File: src/sv/ppts_pkg.sv
// ----------------------------------------------------------------------------
// ppts_pkg: shared types and codes of the priority periodic task scheduler
// Holds the word structs, command and status codes, and the cell bus types.
// ----------------------------------------------------------------------------
package ppts_pkg;

    localparam logic [1:0] CMD_SET      = 2'd0;
    localparam logic [1:0] CMD_DELETE   = 2'd1;
    localparam logic [1:0] CMD_TICK     = 2'd2;
    localparam logic [1:0] CMD_DISPATCH = 2'd3;

    localparam logic [1:0] ST_OK        = 2'd0;
    localparam logic [1:0] ST_FULL      = 2'd1;
    localparam logic [1:0] ST_NOT_FOUND = 2'd2;
    localparam logic [1:0] ST_NULL_ID   = 2'd3;

    localparam logic [1:0] OP_NOP    = 2'd0;
    localparam logic [1:0] OP_WRITE  = 2'd1;
    localparam logic [1:0] OP_TICK   = 2'd2;
    localparam logic [1:0] OP_RELOAD = 2'd3;

    typedef struct packed {
        logic [1:0]  command;
        logic [7:0]  task_id;
        logic [31:0] start_delay;
        logic [31:0] run_period;
        logic [7:0]  task_priority;
    } t_in_word;

    typedef struct packed {
        logic       run_valid;
        logic [7:0] run_id;
        logic       pend_request;
        logic [3:0] task_count;
        logic [1:0] status;
    } t_out_word;

    typedef struct packed {
        logic [7:0]  id;
        logic [31:0] delay;
        logic [31:0] period;
        logic [7:0]  prio;
        logic        ready;
    } t_slot;

    // Running result of the walk along the chain.
    typedef struct packed {
        logic       found;
        logic [7:0] prio;
        logic [7:0] id;
        logic       zero_period;
        logic       pend;
    } t_scan;

    // Broadcast from the controller to every cell.
    typedef struct packed {
        logic [1:0] op;
        logic [1:0] command;
        logic [7:0] key_id;
        t_slot      slot;
    } t_cell_ctl;

endpackage

File: src/sv/ppts_cell.sv
// ----------------------------------------------------------------------------
// ppts_cell: one table slot of the scheduler
// Holds one task and passes the registered search result to its neighbor.
// ----------------------------------------------------------------------------
module ppts_cell #(
    parameter int IW = 3
) (
    input  logic                 i_clk,
    input  logic [IW-1:0]        i_my_idx,
    input  logic                 i_used,
    input  ppts_pkg::t_cell_ctl  i_ctl,
    input  logic [IW-1:0]        i_tgt_idx,
    input  ppts_pkg::t_scan      i_scan,
    input  logic [IW-1:0]        i_scan_idx,
    output ppts_pkg::t_scan      o_scan,
    output logic [IW-1:0]        o_scan_idx,
    output ppts_pkg::t_slot      o_slot
);

    ppts_pkg::t_slot r_slot;
    ppts_pkg::t_scan r_scan;
    ppts_pkg::t_scan n_scan;
    logic [IW-1:0]   r_scan_idx;
    logic [IW-1:0]   n_scan_idx;
    logic            w_hit;
    logic            w_cand;

    assign w_hit = (i_tgt_idx == i_my_idx);

    always_ff @(posedge i_clk) begin
        case (i_ctl.op)
            ppts_pkg::OP_WRITE: begin
                if (w_hit) begin
                    r_slot <= i_ctl.slot;
                end
            end
            ppts_pkg::OP_TICK: begin
                if (i_used) begin
                    if (r_slot.delay == 32'd0) begin
                        r_slot.ready <= 1'b1;
                    end else begin
                        r_slot.delay <= r_slot.delay - 32'd1;
                    end
                end
            end
            ppts_pkg::OP_RELOAD: begin
                if (w_hit) begin
                    if (r_slot.delay == 32'd0) begin
                        r_slot.delay <= r_slot.period - 32'd1;
                    end
                    r_slot.ready <= 1'b0;
                end
            end
            default: begin
            end
        endcase
    end

    // Take over the search result when this slot beats what came from the left.
    always_comb begin
        case (i_ctl.command)
            ppts_pkg::CMD_SET,
            ppts_pkg::CMD_DELETE:   w_cand = i_used && !i_scan.found &&
                                             (r_slot.id == i_ctl.key_id);
            ppts_pkg::CMD_DISPATCH: w_cand = i_used && r_slot.ready &&
                                             (!i_scan.found || (r_slot.prio > i_scan.prio));
            default:                w_cand = 1'b0;
        endcase
        n_scan      = i_scan;
        n_scan_idx  = i_scan_idx;
        n_scan.pend = i_scan.pend | (i_used & (r_slot.ready | (r_slot.delay == 32'd0)));
        if (w_cand) begin
            n_scan.found       = 1'b1;
            n_scan.prio        = r_slot.prio;
            n_scan.id          = r_slot.id;
            n_scan.zero_period = (r_slot.period == 32'd0);
            n_scan_idx         = i_my_idx;
        end
    end

    always_ff @(posedge i_clk) begin
        r_scan     <= n_scan;
        r_scan_idx <= n_scan_idx;
    end

    assign o_scan     = r_scan;
    assign o_scan_idx = r_scan_idx;
    assign o_slot     = r_slot;

endmodule

File: src/sv/priority_periodic_task_scheduler_unit.sv
// ----------------------------------------------------------------------------
// priority_periodic_task_scheduler_unit: table of periodic tasks with dispatch
// Set, delete, tick and dispatch commands over a row of slot cells.
// ----------------------------------------------------------------------------
// Each command word goes from acceptance through the scan state, in which
// the search result walks the row of slot cells one cell per cycle, to the
// commit state, which applies the change and loads the result word.
// The input side stalls while a command is in work and opens again the cycle
// after the change is applied, so a new word is taken only once the previous
// command is through. A finished result waits in the output register
// while the next command is taken; the apply cycle of that next command holds
// until the output register is free. Slot contents are undefined after reset;
// only the table's task count is cleared; only slots below it are ever looked at.
module priority_periodic_task_scheduler_unit #(
    parameter int TABLE_SLOTS = 8
) (
    input  logic                 i_clk,
    input  logic                 i_rst_n,
    input  logic                 i_in_valid,
    output logic                 o_in_stall,
    input  ppts_pkg::t_in_word   i_in_word,
    output logic                 o_out_valid,
    input  logic                 i_out_stall,
    output ppts_pkg::t_out_word  o_out_word
);

    localparam int IW = (TABLE_SLOTS > 1) ? $clog2(TABLE_SLOTS) : 1;
    localparam int CW = $clog2(TABLE_SLOTS + 1);

    localparam logic [1:0] S_IDLE   = 2'd0;
    localparam logic [1:0] S_SCAN   = 2'd1;
    localparam logic [1:0] S_COMMIT = 2'd2;

    logic [1:0]          r_state;
    logic [1:0]          n_state;
    logic [IW-1:0]       r_step;
    logic [CW-1:0]       r_count;
    logic [CW-1:0]       n_count;
    ppts_pkg::t_in_word  r_cmd;
    ppts_pkg::t_slot     r_last;
    logic                r_out_valid;
    ppts_pkg::t_out_word r_out;
    ppts_pkg::t_out_word n_out;

    ppts_pkg::t_cell_ctl w_ctl;
    logic [IW-1:0]       w_tgt;
    ppts_pkg::t_scan     w_scan     [TABLE_SLOTS];
    logic [IW-1:0]       w_scan_idx [TABLE_SLOTS];
    ppts_pkg::t_slot     w_slot     [TABLE_SLOTS];
    ppts_pkg::t_scan     w_end;
    logic [IW-1:0]       w_end_idx;
    logic [CW-1:0]       w_last_cnt;
    logic [IW-1:0]       w_last_idx;
    logic                w_commit;
    logic [CW+3:0]       w_cnt_ext;

    assign w_end     = w_scan[TABLE_SLOTS-1];
    assign w_end_idx = w_scan_idx[TABLE_SLOTS-1];

    // Row of slot cells: cell 0 starts the walk from an empty result.
    for (genvar k = 0; k < TABLE_SLOTS; k++) begin : g_cell
        ppts_pkg::t_scan w_in;
        logic [IW-1:0]   w_in_idx;
        if (k == 0) begin : g_head
            assign w_in     = '0;
            assign w_in_idx = '0;
        end else begin : g_link
            assign w_in     = w_scan[k-1];
            assign w_in_idx = w_scan_idx[k-1];
        end
        ppts_cell #(.IW(IW)) u_cell (
            .i_clk      (i_clk),
            .i_my_idx   (IW'(k)),
            .i_used     (CW'(k) < r_count),
            .i_ctl      (w_ctl),
            .i_tgt_idx  (w_tgt),
            .i_scan     (w_in),
            .i_scan_idx (w_in_idx),
            .o_scan     (w_scan[k]),
            .o_scan_idx (w_scan_idx[k]),
            .o_slot     (w_slot[k])
        );
    end

    assign o_in_stall = (r_state != S_IDLE);
    // Apply the change only when the output register is free to take the result.
    assign w_commit   = (r_state == S_COMMIT) && (!r_out_valid || !i_out_stall);

    assign w_last_cnt = r_count - CW'(1);
    assign w_last_idx = (r_count == '0) ? '0 : w_last_cnt[IW-1:0];

    always_comb begin
        n_state         = r_state;
        n_count         = r_count;
        n_out           = '0;
        w_tgt           = w_end_idx;
        w_ctl.op        = ppts_pkg::OP_NOP;
        w_ctl.command   = r_cmd.command;
        w_ctl.key_id    = r_cmd.task_id;
        w_ctl.slot.id     = r_cmd.task_id;
        w_ctl.slot.delay  = r_cmd.start_delay;
        w_ctl.slot.period = r_cmd.run_period;
        w_ctl.slot.prio   = r_cmd.task_priority;
        w_ctl.slot.ready  = 1'b0;
        n_out.status    = ppts_pkg::ST_OK;
        case (r_state)
            S_IDLE: begin
                if (i_in_valid) begin
                    n_state = S_SCAN;
                end
            end
            S_SCAN: begin
                if (r_step == IW'(TABLE_SLOTS - 1)) begin
                    n_state = S_COMMIT;
                end
            end
            S_COMMIT: begin
                if (w_commit) begin
                    n_state = S_IDLE;
                    case (r_cmd.command)
                        ppts_pkg::CMD_SET: begin
                            if (r_cmd.task_id == 8'd0) begin
                                n_out.status = ppts_pkg::ST_NULL_ID;
                            end else if (w_end.found) begin
                                w_ctl.op = ppts_pkg::OP_WRITE;
                            end else if (r_count < CW'(TABLE_SLOTS)) begin
                                // Append at the first free slot.
                                w_ctl.op = ppts_pkg::OP_WRITE;
                                w_tgt    = r_count[IW-1:0];
                                n_count  = r_count + CW'(1);
                            end else begin
                                n_out.status = ppts_pkg::ST_FULL;
                            end
                        end
                        ppts_pkg::CMD_DELETE: begin
                            if (r_cmd.task_id == 8'd0) begin
                                n_out.status = ppts_pkg::ST_NULL_ID;
                            end else if (!w_end.found) begin
                                n_out.status = ppts_pkg::ST_NOT_FOUND;
                            end else begin
                                // Move the last task into the freed slot.
                                w_ctl.op   = ppts_pkg::OP_WRITE;
                                w_ctl.slot = r_last;
                                n_count    = w_last_cnt;
                            end
                        end
                        ppts_pkg::CMD_TICK: begin
                            w_ctl.op           = ppts_pkg::OP_TICK;
                            n_out.pend_request = w_end.pend;
                        end
                        default: begin
                            if (w_end.found) begin
                                n_out.run_valid = 1'b1;
                                n_out.run_id    = w_end.id;
                                if (w_end.zero_period) begin
                                    // One-shot task: drop it after this run.
                                    w_ctl.op   = ppts_pkg::OP_WRITE;
                                    w_ctl.slot = r_last;
                                    n_count    = w_last_cnt;
                                end else begin
                                    w_ctl.op = ppts_pkg::OP_RELOAD;
                                end
                            end
                        end
                    endcase
                end
            end
            default: begin
                n_state = S_IDLE;
            end
        endcase
        w_cnt_ext        = {4'b0, n_count};
        n_out.task_count = w_cnt_ext[3:0];
    end

    always_ff @(posedge i_clk) begin
        if (!i_rst_n) begin
            r_state     <= S_IDLE;
            r_count     <= '0;
            r_out_valid <= 1'b0;
            r_step      <= '0;
        end else begin
            r_state <= n_state;
            r_count <= n_count;
            if (r_state == S_IDLE) begin
                r_step <= '0;
            end else if (r_state == S_SCAN) begin
                r_step <= r_step + IW'(1);
            end
            if (w_commit) begin
                r_out_valid <= 1'b1;
            end else if (!i_out_stall) begin
                r_out_valid <= 1'b0;
            end
        end
    end

    always_ff @(posedge i_clk) begin
        if ((r_state == S_IDLE) && i_in_valid) begin
            r_cmd <= i_in_word;
        end
        if (r_state == S_SCAN) begin
            r_last <= w_slot[w_last_idx];
        end
        if (w_commit) begin
            r_out <= n_out;
        end
    end

    assign o_out_valid = r_out_valid;
    assign o_out_word  = r_out;

endmodule
File: config.mk
export PLATFORM = sky130hd
export DESIGN_NAME = priority_periodic_task_scheduler_unit
export DESIGN_NICKNAME = d
export VERILOG_FILES = /design/src/sv/ppts_pkg.sv /design/src/sv/ppts_cell.sv /design/src/sv/priority_periodic_task_scheduler_unit.sv
export SDC_FILE = /design/constraint.sdc
export NUM_CORES = 2
export LEC_CHECK = 0
export BUFFER_PORTS_ARGS = -buffer_cell sky130_fd_sc_hd__buf_2
export CORE_ASPECT_RATIO = 0.8
export CORE_MARGIN = 3
export CORE_UTILIZATION = 60
export CTS_BUF_LIST = sky130_fd_sc_hd__clkbuf_16
export CTS_CLUSTER_DIAMETER = 50
export DETAILED_ROUTE_END_ITERATION = 7
export GPL_ROUTABILITY_DRIVEN = 0
export GPL_TIMING_DRIVEN = 0
export PLACE_DENSITY_LB_ADDON = 0.05
export SYNTH_ARGS = -nofsm -noshare
export SYNTH_HDL_FRONTEND = slang
export SYNTH_HIERARCHICAL = 1
export SYNTH_SLANG_ARGS = --single-unit
File: constraint.sdc
create_clock -name i_clk -period 8.7 [get_ports i_clk]
set_clock_uncertainty 0.15 [all_clocks]
set_input_delay 2.175 -clock i_clk [delete_from_list [all_inputs] [get_ports i_clk]]
set_output_delay 2.175 -clock i_clk [all_outputs]
set_load 0.005 [all_outputs]
==> results by group <==
Run status
  • Outcome: finished with violations
  • Failing checks: design-rule violations, max-capacitance violations, max-slew violations

Critical path
  • CP arrival: between 8 and 9 ns
  • Worst Path Max Fanout: 20
  • Crit path kind: in2reg
  • Startpoint types: input port
  • Critical Path RT: between 8 and 9 ns
  • Critical Path End Type: register

Place
  • Port buffer count: between 100 and 150
  • Placed wire-length estimate: between 150,000 and 200,000 um
  • Placed Area: roughly 59,000 um2
  • Setup WS pre-CTS: between 0.09 and 0.1 ns

Clock tree
  • CTS tree: yes
  • H-tree levels: 3
  • # hold bufs at CTS: 0
  • Worst-Skew Late Latency: approximately 0.71 ns
  • CTS Root Buffer Type: clkbuf_16
  • Num CTS Buffers: ~110
  • Post-CTS Setup Inserts: 0
  • Sink Count: approximately 1,000
  • Post-CTS resize count: 0
  • Longest Clk Path Bufs: 3
  • Clk pin slew, worst setup/hold paths: ~0.060 ns

Power and ir drop
  • Leakage: between 20 and 25 nW
  • Max VDD drop: around 0.00019 V
  • Switching share of power: between 20% and 30%
  • Comb pwr share: between 4 and 5%
  • Clock group share of total power: approximately 45%
  • Internal Pwr Total: between 8 and 9 mW
  • P per Cell Area: approximately 170 nW/um2
  • Reported net switching power: ~2.4 mW
  • Flop pwr share: 50.7%

STA
  • Final worst-path cycle share: ~96%
  • Minimum clock period: between 8 and 9 ns
  • Peak Freq: 120 MHz
  • # setup viols final: 0
  • Max Slew Vio Count: 50
  • Worst Max-Slew Pin Slew: about 1.7 ns
  • Post-route setup slack: 0.356 ns
  • Max-slew headroom: -10.6%
  • Final Hold Violating Endpoints: 0
  • RSZ-0062 raised after global routing: false
  • Final Hold Slack: 0.263 ns

GRT
  • Met1 Resource Use GR: between 60 and 70%
  • Busiest grt layer: met1
  • Largest net degree at the start of global routing: 56
  • Vias in the first global route: ~44,000
  • First-pass GRT wire length: between 300,000 and 400,000 um
  • Gr ovfl total: 0
  • Initial antenna violation count: 13
  • Met2 Use GR: between 50% and 60%
  • GRT met3 Usage: a little over a quarter
  • Overall routing resource usage: between 40% and 50%

Synth
  • Post-Syn Area: 55,500 um2
  • Yosys Warn Count: 6
  • Mean Syn Cell Area: 12.1 um2
  • Synth Instances: between 4,000 and 5,000

Routing
  • Routed vias/inst: just under 8
  • Vias: between 40,000 and 50,000
  • Remaining antenna violation count: 0
  • Total Wirelength: 230,000 um
  • Drt wl/cell: about 37 um
  • DRT iter0 DRCs: just over 10,000
  • Drt first pass iters: 8
  • Residual DRC: slightly above 90

Final layout
  • Core Util, Final: 68.0%
  • Area grow syn2layout: 12.1%
  • Final #Nets: around 5,000
  • Layout cells sized above 1: approximately 15%
  • Final Instance Area: just over 60,000 um2

Die
  • Ports: 104
  • Die ar.: 96,100 um2
  • Initial Util: between 60% and 70%
  • Die Y-Extent: about 280 um
  • Die W: 346 um
  • Num rows: 99
  • CORE AREA: roughly 90,000 um2

Worst hold path
  • Worst min path class: reg2reg

Run
  • Max-cap violation count: 6
## path summary, 6_finish.rpt
path | start | endpoint | slack (ns) | cells after the start
setup / recovery | i_out_stall | g_cell[0].u_cell/o_slot[71]$_DFFE_PP_ | 0.36 | 20
hold reg to reg | g_cell[1].u_cell/o_scan[0]$_DFF_P_ | g_cell[2].u_cell/o_scan[0]$_DFF_P_ | 0.26 | 1
setup reg to reg | r_state[1]$_SDFFE_PN0P_ | g_cell[0].u_cell/o_slot[71]$_DFFE_PP_ | 1.15 | 20
hold / removal | g_cell[1].u_cell/o_scan[0]$_DFF_P_ | g_cell[2].u_cell/o_scan[0]$_DFF_P_ | 0.26 | 1
## layout by cell type, fill, tap and decap left out, types with 155 or more instances in the layout
| cell type | n |
|---|---|
| nand2_1 | 227 |
| o221ai_1 | 173 |
| edfxtp_1 | 827 |
| nor2_1 | 218 |
| buf_2 | 161 |
| clkbuf_1 | 155 |
| mux2i_1 | 249 |
| mux2_2 | 171 |
| a22o_1 | 194 |
| dfxtp_1 | 178 |
## routing by layer
| layer | vias up | share of wire, % |
|---|---|---|
| met2 | 4763 | 37 |
| met5 | - | 0.062 |
| li1 | 19100 | - |
| met1 | 23000 | 35 |
| met4 | 10 | 7.4 |
| met3 | 1022 | 21 |
## cell type report
class | instances | area (um2)
diodes | 10 | 25.0
plain buffers | 295 | 1430
clock buffers | 110 | 2750
clock inverters | 92 | 856
fillers | 6759 | 29300
inverters | 91 | 344
multi-input cells | 3283 | 25800
flip-flops and latches | 1005 | 28400
well taps | 1212 | 1520
repair buffers | 133 | 1040
## power by group through the flow
stage	combinational, mW	sequential [mW]	clock, mW
5_1_grt	0.507	5.35	4.89
6_report	0.497	5.34	4.70
3_3_place_gp	0.429	5.45	0
2_1_floorplan	0.243	5.42	0
3_5_place_dp	0.458	5.44	0
4_1_cts	0.462	5.34	4.70
## worst max-delay path: stages
cell and delay [ns]:
buf_2 0.10, nand2_1 0.17, nand2_1 0.15, inv_1 0.65, o21ai_0 0.45, a21oi_4 0.87
buf_12 0.28, buf_6 0.17, clkbuf_1 0.44, and2_1 0.19, buf_2 0.23, buf_2 0.32
buf_2 0.38, mux2i_1 0.23, ha_1 0.34, nand4_1 0.21, and2_1 0.28, nor3_1 0.48
a31oi_1 0.16, a211o_1 0.29
## registers in the layout, summed over array words and instances (netlist names)
register                  cells
g_cell.u_cell/o_slot        648
g_cell.u_cell/o_scan        144
r_cmd                        82
r_last                       81
g_cell.u_cell/o_scan_idx     24
o_out_word                   16
r_count                       4
r_step                        3
r_state                       2
o_out_valid                   1
## through the flow
stage | TNS (ns) | cells | total power [mW]
4_1_cts | 0 | 6220 | 10.5
6_report | 0 | 6231 | 10.5
5_1_grt | 0 | 6221 | 10.7
2_1_floorplan | 0 | 4674 | 5.66
3_5_place_dp | 0 | 6018 | 5.90
3_3_place_gp | -2292.28 | 5989 | 5.88
Note: power is estimated with default switching activity, not from simulation.
